<file path="config.mk">
export PLATFORM = sky130hd
export DESIGN_NAME = divisor_sum_sigma_top
export DESIGN_NICKNAME = d
export VERILOG_FILES = /design/src/sv/dss_pkg.sv /design/src/sv/divisor_sum_sigma_top.sv /design/src/sv/dss_iter_unit.sv
export VERILOG_INCLUDE_DIRS = /design/src /design/src/sv
export SDC_FILE = /design/constraint.sdc
export NUM_CORES = 1
export LEC_CHECK = 0
export BUFFER_PORTS_ARGS = -buffer_cell sky130_fd_sc_hd__buf_2
export CAP_MARGIN = 20
export CELL_PAD_IN_SITES_DETAIL_PLACEMENT = 0
export CELL_PAD_IN_SITES_GLOBAL_PLACEMENT = 1
export CORE_ASPECT_RATIO = 0.5
export CORE_MARGIN = 1
export CORE_UTILIZATION = 50
export DETAILED_ROUTE_END_ITERATION = 8
export PLACE_DENSITY = 0.9
export SLEW_MARGIN = 10
export SYNTH_ARGS = -nofsm -noshare
export SYNTH_HDL_FRONTEND = slang
export SYNTH_SLANG_ARGS = --single-unit
export TNS_END_PERCENT = 50
</file>
<file path="constraint.sdc">
create_clock -name clk_i -period 13.86 [get_ports clk_i]
set_input_delay 1.386 -clock clk_i [delete_from_list [all_inputs] [get_ports clk_i]]
set_output_delay 1.386 -clock clk_i [all_outputs]
set_load 0.02 [all_outputs]
</file>
<file path="src/sv/divisor_sum_sigma_top_assert.svh">
// ---------------------------------------------------------------------------
// divisor_sum_sigma_top_assert: assertion macros
// concurrent checks that can be compiled out with ASSERT_OFF
// ---------------------------------------------------------------------------
`ifndef DIVISOR_SUM_SIGMA_TOP_ASSERT_SVH
`define DIVISOR_SUM_SIGMA_TOP_ASSERT_SVH

`ifndef ASSERT_OFF

`define DSS_ASSERT_IMP(lbl, clk, rst_n, ante, cons, msg) \
  lbl: assert property (@(posedge clk) disable iff (!rst_n) (ante) |-> (cons)) \
    else $error(msg);

`define DSS_ASSERT_NXT(lbl, clk, rst_n, ante, cons, msg) \
  lbl: assert property (@(posedge clk) disable iff (!rst_n) (ante) |=> (cons)) \
    else $error(msg);

`else

`define DSS_ASSERT_IMP(lbl, clk, rst_n, ante, cons, msg)

`define DSS_ASSERT_NXT(lbl, clk, rst_n, ante, cons, msg)

`endif

`endif

</file>
<file path="src/sv/dss_pkg.sv">
// ---------------------------------------------------------------------------
// dss_pkg: divisor sum package
// widths, sequencer states and the shared unit control types
// ---------------------------------------------------------------------------
`timescale 1ns / 1ps

package dss_pkg;

  localparam int unsigned IN_W             = 32;
  localparam int unsigned SUM_W            = 35;
  localparam int unsigned NUMBER_WIDTH_DEF = 32;

  typedef enum logic [2:0] {
    ST_IDLE,
    ST_CHECK,
    ST_DIV,
    ST_PMUL,
    ST_TMUL,
    ST_LAST,
    ST_FLUSH
  } dss_state_e;

  typedef enum logic {
    OP_MUL,
    OP_DIV
  } dss_op_e;

  typedef struct packed {
    logic    start;
    dss_op_e op;
  } dss_ctrl_t;

  typedef struct packed {
    logic busy;
    logic done;
  } dss_stat_t;

endpackage

</file>
<file path="src/sv/divisor_sum_sigma_top.sv">
// ---------------------------------------------------------------------------
// divisor_sum_sigma_top: sum of all positive divisors by trial division
// each trial divisor takes a division pass, each prime factor found a multiply
// and another division pass, each distinct prime a term multiply, and a prime
// left over one last multiply; each pass runs through the 35-step serial unit
// one item at a time; the next transfer is taken while the result waits
// reset: asynchronous, active low; clears sequencer and output valid
// ---------------------------------------------------------------------------
`timescale 1ns / 1ps
`include "divisor_sum_sigma_top_assert.svh"

module divisor_sum_sigma_top #(
  parameter int unsigned NUMBER_WIDTH = dss_pkg::NUMBER_WIDTH_DEF
) (
  input  logic                      clk_i,
  input  logic                      rst_ni,
  input  logic                      in_valid_i,
  output logic                      in_ready_o,
  input  logic [dss_pkg::IN_W-1:0]  number_in_i,
  output logic                      out_valid_o,
  input  logic                      out_ready_i,
  output logic [dss_pkg::SUM_W-1:0] divisor_sum_o
);

  import dss_pkg::*;

  localparam int unsigned NE  = (NUMBER_WIDTH < IN_W) ? NUMBER_WIDTH : IN_W;
  localparam int unsigned DW  = NE / 2 + 1;
  localparam int unsigned SQW = 2 * DW;

  dss_state_e       state_q, state_d;
  logic [NE-1:0]    rest_q, rest_d;
  logic [DW-1:0]    d_q, d_d;
  logic [SQW-1:0]   sq_q, sq_d;
  logic [NE-1:0]    power_q, power_d;
  logic [SUM_W-1:0] term_q, term_d;
  logic [SUM_W-1:0] total_q, total_d;
  logic [SUM_W-1:0] out_q, out_d;
  logic             out_valid_q, out_valid_d;

  dss_ctrl_t        unit_ctrl;
  dss_stat_t        unit_stat;
  logic [SUM_W-1:0] unit_a, unit_b, unit_hi, unit_lo;

  logic             sq_fits, rest_big, rem_zero, term_one, out_free;
  logic [SUM_W-1:0] term_sum;

  assign sq_fits  = sq_q <= SQW'(rest_q);
  assign rest_big = rest_q > NE'(1);
  assign rem_zero = unit_hi == '0;
  assign term_one = term_q == SUM_W'(1);
  assign out_free = !out_valid_q || out_ready_i;
  assign term_sum = term_q + unit_hi;

  dss_iter_unit #(
    .W (SUM_W)
  ) u_unit (
    .clk_i  (clk_i),
    .rst_ni (rst_ni),
    .ctrl_i (unit_ctrl),
    .a_i    (unit_a),
    .b_i    (unit_b),
    .stat_o (unit_stat),
    .hi_o   (unit_hi),
    .lo_o   (unit_lo)
  );

  // next state
  always_comb begin
    state_d = state_q;
    unique case (state_q)
      ST_IDLE: begin
        if (in_valid_i) state_d = ST_CHECK;
      end
      ST_CHECK: begin
        if (sq_fits)       state_d = ST_DIV;
        else if (rest_big) state_d = ST_LAST;
        else               state_d = ST_FLUSH;
      end
      ST_DIV: begin
        if (unit_stat.done) begin
          if (rem_zero)       state_d = ST_PMUL;
          else if (!term_one) state_d = ST_TMUL;
          else                state_d = ST_CHECK;
        end
      end
      ST_PMUL: begin
        if (unit_stat.done) state_d = ST_DIV;
      end
      ST_TMUL: begin
        if (unit_stat.done) state_d = ST_CHECK;
      end
      ST_LAST: begin
        if (unit_stat.done) state_d = ST_FLUSH;
      end
      ST_FLUSH: begin
        if (out_free) state_d = ST_IDLE;
      end
      default: state_d = ST_IDLE;
    endcase
  end

  // outputs and datapath
  always_comb begin
    in_ready_o      = 1'b0;
    unit_ctrl.start = 1'b0;
    unit_ctrl.op    = OP_MUL;
    unit_a          = '0;
    unit_b          = '0;
    rest_d          = rest_q;
    d_d             = d_q;
    sq_d            = sq_q;
    power_d         = power_q;
    term_d          = term_q;
    total_d         = total_q;
    out_d           = out_q;
    out_valid_d     = out_valid_q && !out_ready_i;
    unique case (state_q)
      ST_IDLE: begin
        in_ready_o = 1'b1;
        if (in_valid_i) begin
          rest_d  = number_in_i[NE-1:0];
          d_d     = DW'(2);
          sq_d    = SQW'(4);
          total_d = SUM_W'(1);
        end
      end
      ST_CHECK: begin
        if (sq_fits) begin
          unit_ctrl.start = 1'b1;
          unit_ctrl.op    = OP_DIV;
          unit_a          = SUM_W'(rest_q);
          unit_b          = SUM_W'(d_q);
          power_d         = NE'(1);
          term_d          = SUM_W'(1);
        end else if (rest_big) begin
          unit_ctrl.start = 1'b1;
          unit_a          = SUM_W'(rest_q) + SUM_W'(1);
          unit_b          = total_q;
        end
      end
      ST_DIV: begin
        if (unit_stat.done) begin
          if (rem_zero) begin
            rest_d          = unit_lo[NE-1:0];
            unit_ctrl.start = 1'b1;
            unit_a          = SUM_W'(power_q);
            unit_b          = SUM_W'(d_q);
          end else if (!term_one) begin
            unit_ctrl.start = 1'b1;
            unit_a          = term_q;
            unit_b          = total_q;
          end else begin
            d_d  = d_q + DW'(1);
            sq_d = sq_q + SQW'({d_q, 1'b1});
          end
        end
      end
      ST_PMUL: begin
        if (unit_stat.done) begin
          power_d         = unit_hi[NE-1:0];
          term_d          = term_sum;
          unit_ctrl.start = 1'b1;
          unit_ctrl.op    = OP_DIV;
          unit_a          = SUM_W'(rest_q);
          unit_b          = SUM_W'(d_q);
        end
      end
      ST_TMUL: begin
        if (unit_stat.done) begin
          total_d = unit_hi;
          d_d     = d_q + DW'(1);
          sq_d    = sq_q + SQW'({d_q, 1'b1});
        end
      end
      ST_LAST: begin
        if (unit_stat.done) total_d = unit_hi;
      end
      ST_FLUSH: begin
        if (out_free) begin
          out_d       = total_q;
          out_valid_d = 1'b1;
        end
      end
      default: ;
    endcase
  end

  always_ff @(posedge clk_i or negedge rst_ni) begin
    if (!rst_ni) begin
      state_q     <= ST_IDLE;
      out_valid_q <= 1'b0;
    end else begin
      state_q     <= state_d;
      out_valid_q <= out_valid_d;
    end
  end

  always_ff @(posedge clk_i) begin
    rest_q  <= rest_d;
    d_q     <= d_d;
    sq_q    <= sq_d;
    power_q <= power_d;
    term_q  <= term_d;
    total_q <= total_d;
    out_q   <= out_d;
  end

  assign out_valid_o   = out_valid_q;
  assign divisor_sum_o = out_q;

  `DSS_ASSERT_IMP(a_idle_unit_free, clk_i, rst_ni, state_q == ST_IDLE, !unit_stat.busy, "unit busy while idle")
  `DSS_ASSERT_NXT(a_accept_to_check, clk_i, rst_ni, in_valid_i && in_ready_o, state_q == ST_CHECK, "accepted item did not start")
  `DSS_ASSERT_IMP(a_done_in_wait, clk_i, rst_ni, unit_stat.done, state_q == ST_DIV || state_q == ST_PMUL || state_q == ST_TMUL || state_q == ST_LAST, "unit result outside a wait state")
  `DSS_ASSERT_IMP(a_sum_nonzero, clk_i, rst_ni, out_valid_o, divisor_sum_o != '0, "zero divisor sum")

endmodule

</file>
<file path="src/sv/dss_iter_unit.sv">
// ---------------------------------------------------------------------------
// dss_iter_unit: bit-serial multiply / divide unit
// one add/subtract per cycle, msb first; multiply gives the product in hi,
// divide gives the quotient in lo and the remainder in hi
// ---------------------------------------------------------------------------
`timescale 1ns / 1ps

module dss_iter_unit #(
  parameter int unsigned W = dss_pkg::SUM_W
) (
  input  logic               clk_i,
  input  logic               rst_ni,
  input  dss_pkg::dss_ctrl_t ctrl_i,
  input  logic [W-1:0]       a_i,
  input  logic [W-1:0]       b_i,
  output dss_pkg::dss_stat_t stat_o,
  output logic [W-1:0]       hi_o,
  output logic [W-1:0]       lo_o
);

  import dss_pkg::*;

  localparam int unsigned CW = (W > 1) ? $clog2(W) : 1;

  dss_op_e        op_q;
  logic [W-1:0]   acc_q, acc_d;
  logic [W-1:0]   lo_q, lo_d;
  logic [W-1:0]   b_q;
  logic           busy_q, busy_d;
  logic           done_q, done_d;
  logic [CW-1:0]  cnt_q, cnt_d;
  logic [W:0]     x, y, sum;

  always_comb begin
    x   = {acc_q, (op_q == OP_DIV) ? lo_q[W-1] : 1'b0};
    y   = ((op_q == OP_DIV) || lo_q[W-1]) ? {1'b0, b_q} : '0;
    sum = (op_q == OP_DIV) ? (x - y) : (x + y);
  end

  always_comb begin
    acc_d  = acc_q;
    lo_d   = lo_q;
    busy_d = busy_q;
    done_d = 1'b0;
    cnt_d  = cnt_q;
    if (ctrl_i.start) begin
      acc_d  = '0;
      lo_d   = a_i;
      busy_d = 1'b1;
      cnt_d  = '0;
    end else if (busy_q) begin
      if (op_q == OP_DIV) begin
        acc_d = sum[W] ? x[W-1:0] : sum[W-1:0];
        lo_d  = {lo_q[W-2:0], ~sum[W]};
      end else begin
        acc_d = sum[W-1:0];
        lo_d  = {lo_q[W-2:0], 1'b0};
      end
      cnt_d = cnt_q + CW'(1);
      if (cnt_q == CW'(W - 1)) begin
        busy_d = 1'b0;
        done_d = 1'b1;
      end
    end
  end

  always_ff @(posedge clk_i or negedge rst_ni) begin
    if (!rst_ni) begin
      busy_q <= 1'b0;
      done_q <= 1'b0;
      cnt_q  <= '0;
    end else begin
      busy_q <= busy_d;
      done_q <= done_d;
      cnt_q  <= cnt_d;
    end
  end

  always_ff @(posedge clk_i) begin
    acc_q <= acc_d;
    lo_q  <= lo_d;
    if (ctrl_i.start) begin
      op_q <= ctrl_i.op;
      b_q  <= b_i;
    end
  end

  assign stat_o.busy = busy_q;
  assign stat_o.done = done_q;
  assign hi_o        = acc_q;
  assign lo_o        = lo_q;

endmodule
</file>
==> flow_metrics.tcl <==
set metrics [dict create \
    fmax_mhz 149 \
    synth_area_leaders "edfxtp_1, ha_1, a21oi_1" \
    status "finished with violations" \
    ios 73 \
    wl_per_cell_um 22.6 \
    clockRootBuffer "clkbuf_16" \
    synth_cell_types 90 \
    crit_fanout 59 \
    cts_hold_buf 0 \
    pwr-share-seq_pct 30.3 \
    p_sw_uw 2690 \
    period_needed_ns 6.71 \
    clk_latency_ns 0.54 \
    place.gp.congestion 0.956 \
    antenna_found_initial 5 \
    clock_path_buffers 3 \
    critPathLaunchType "flip-flop" \
    cts_resized 0 \
    synth_edf_count 291 \
    rsz0062_at_grt "false" \
    synth_top_area_share_pct 40.5 \
    cts_tree "built" \
    cts_setup_buffers 0 \
    powerDensity_mw_per_mm2 250 \
    setup_viol 0 \
    hold_viol 0 \
    rows 53 \
    portBuffers 72 \
    netlist_area_mm2 0.0216 \
    crit_required_ns 14.27 \
    n_antenna_cell 0 \
    grt_first_pass_wirelength_um 97800 \
    drc 9 \
    clock-sinks 338 \
    wirelength_um 64200 \
    grt-ovfl-total 0 \
    min_path_type "reg -> reg" \
    grt_pass1_vias 16800 \
    finalCritPeriodShare_pct 48.4 \
    worstSetupEndpointType "flip-flop" \
    die_x_um 296 \
    combPwrFrac_pct 53.6 \
    synth_cells 2197 \
    vias 18300 \
    ys_warn_count 0 \
    synthFlopType "edfxtp_1" \
    p_total_uw 5950 \
    p_leak_uw 0.00910 \
    grt.total_usage_pct 29.0 \
    skew_ns 0.0231 \
    cap_violations 0 \
    start_util_pct 51.1 \
    drv_slew 0 \
    mappedNetlistNets 2361 \
    synthArstFlopShare_pct 3.55 \
    clkPwrFrac_pct 16.1 \
    via_per_inst 6.41 \
    fin_setup_tns_ns 0 \
    htreeDepth 2 \
    dp_hpwl_um 46400 \
    synth.largest_area_cell "edfxtp_1" \
    areaGrowthSynthToFinish_pct 10.1 \
    grt_max_degree 67 \
    synth_area_per_cell_um2 9.83 \
    ys_seq_area_share_pct 45.1 \
    peakVddDrop_mv 0.119 \
    drtIter0Drc 2213 \
    max_slew_margin_pct 28.6 \
    dr.pass1.iters 9 \
    nets 2411 \
    fp.dieArea_mm2 0.0441 \
    switching_share_pct 45.2 \
    drive_above_1_share_pct 10.7 \
    synth-seq-cells 338 \
    crit_arrival_ns 7.12 \
    core_mm2 0.0422 \
    dpl_worst_slack_ns 7.29 \
    worstSetupPathType "reg -> reg" \
    clkTransAtPathRegs_ns 0.07 \
    numCtsBuffers 34 \
    setup_ws_ns 7.15 \
    p_int_uw 3260 \
    violations "DRC" \
    ant_nets 0 \
    chipHeight_um 149 \
    worst_pin_slew_ns 1.07 \
]
## final cells by class
type / instances / area [um^2]
fill: 3732 / 18500
multi-input combinational: 1680 / 11200
sequential: 338 / 9740
clock buffer: 37 / 883
tap: 577 / 722
timing repair buffer: 116 / 701
inverter: 77 / 290
clock inverter: 24 / 235
## registers in the layout, summed over array words and instances, names as in the netlist
signal	flops
divisor_sum_o	35
out_valid_o	1
power_q	32
rest_q	32
u_unit.b_q	35
total_q	35
u_unit.busy_q	1
d_q	17
u_unit.cnt_q	6
term_q	35
u_unit.op_q	1
sq_q	34
u_unit.hi_o	35
u_unit.lo_o	35
u_unit.done_q	1
state_q	3
## critical path, stage by stage (launching register included)
cell and delay (ns):
edfxtp_1 0.37, buf_4 0.32, inv_1 0.39, nand2_1 0.39, nand2_1 0.20, ha_1 0.28, nor2b_1 0.45, o21ai_0 0.26
nand2b_1 0.26, nor3_1 0.35, inv_1 0.09, a31oi_1 0.17, o22ai_1 0.10, ha_1 0.37, a21oi_1 0.19, o21ai_0 0.16
a31oi_1 0.18, o21ai_1 0.12, a221oi_2 0.46, a21oi_2 0.22, nor2_4 0.75, mux2i_1 0.18, a211oi_1 0.31
## cells by family (layout without fill, tap and decap cells)
family                   after synthesis  count (layout)  share of synthesized area (%)
AO/OA/AOI/OAI                        601             601                           18.8
XOR/XNOR                             105             105                           4.26
adder cells (fa/ha/maj)              128             128                           7.52
buffers and inverters                179             254                           3.22
flip-flops                           338             338                           45.1
multiplexers                          56              56                           2.79
AND/OR/NAND/NOR                      790             790                           18.3
## through the flow
stage	cells	instance area, um^2	utilization (%)	hold slack [ns]
floorplan	2197	21600	-	0.417
global placement	2786	22600	53.6	0.427
detailed placement	2787	22600	53.6	0.425
CTS	2848	23800	56.2	0.441
global route	2849	23800	56.3	0.458
finish	2849	23800	56.3	0.439
## Yosys cell counts (33+ instances only)
master      n
mux2_2     33
dfxtp_1    35
xnor2_1    55
clkbuf_1   84
a211oi_1   42
a21o_1     51
xor2_1     50
a31oi_1    40
nor4_1     36
ha_1      125
nand4_1    34
o21ai_0    84
edfxtp_1  291
and3_1     49
nand2_1   162
nor2_1    209
nor3_1     62
inv_1      76
a21oi_1   159
nand3_1    62
and2_1     63
## routing by layer
layer | global-route usage (%) | vias up | wire length [um]
li1 | - | 8438 | -
met1 | 40.9 | 8801 | 27800
met2 | 43.0 | 855 | 27400
met3 | 7.63 | 156 | 6910
met4 | 9.77 | 2 | 2090
met5 | 0 | - | 14
## path summary, 6_finish.rpt
check                           slack, ns         from  cells past startpoint                 to
worst max register to register       7.15  u_unit.op_q                     22    u_unit.hi_o[31]
worst min register to register       0.44  total_q[19]                      0  divisor_sum_o[19]
worst max-delay path                 7.15  u_unit.op_q                     22    u_unit.hi_o[31]
max in group asynchronous           12.87       rst_ni                      1      u_unit.busy_q
worst min-delay path                 0.44  total_q[19]                      0  divisor_sum_o[19]
min in group asynchronous            0.73       rst_ni                      1         state_q[1]
## cells in the final DEF (no fill, tap or decap), types with 7 or more instances in the layout
| master | count |
|---|---|
| xnor2_1 | 55 |
| mux2_2 | 33 |
| a22o_1 | 22 |
| or3_1 | 23 |
| a21oi_1 | 158 |
| dfxtp_1 | 35 |
| a21o_1 | 50 |
| nand4_1 | 34 |
| nor2b_1 | 24 |
| nor2_1 | 207 |
| inv_1 | 76 |
| buf_4 | 42 |
| o21bai_1 | 15 |
| a222oi_1 | 26 |
| o211ai_1 | 24 |
| o21a_1 | 22 |
| mux2i_1 | 23 |
| clkinv_2 | 7 |
| and3_1 | 49 |
| edfxtp_1 | 291 |
| a31oi_1 | 40 |
| nor3_1 | 60 |
| a22oi_1 | 7 |
| dfrtp_1 | 11 |
| or2_2 | 11 |
| xor2_1 | 50 |
| or4_1 | 11 |
| o31ai_1 | 9 |
| a211oi_1 | 42 |
| clkbuf_16 | 35 |
| and2_1 | 63 |
| nand2_1 | 162 |
| ha_1 | 125 |
| o22ai_1 | 15 |
| buf_2 | 73 |
| nor4_1 | 36 |
| nand3_1 | 62 |
| o21ai_0 | 84 |
| nand2b_1 | 16 |
## power by group through the flow
stage          registers (uW)  clock network, uW  logic (uW)
2_1_floorplan            1690                  0        2300
3_3_place_gp             1800                  0        3090
3_5_place_dp             1800                  0        3100
4_1_cts                  1790                963        3130
5_1_grt                  1820               1010        3490
6_report                 1800                959        3190
Note: power is estimated with default switching activity, not from simulation.
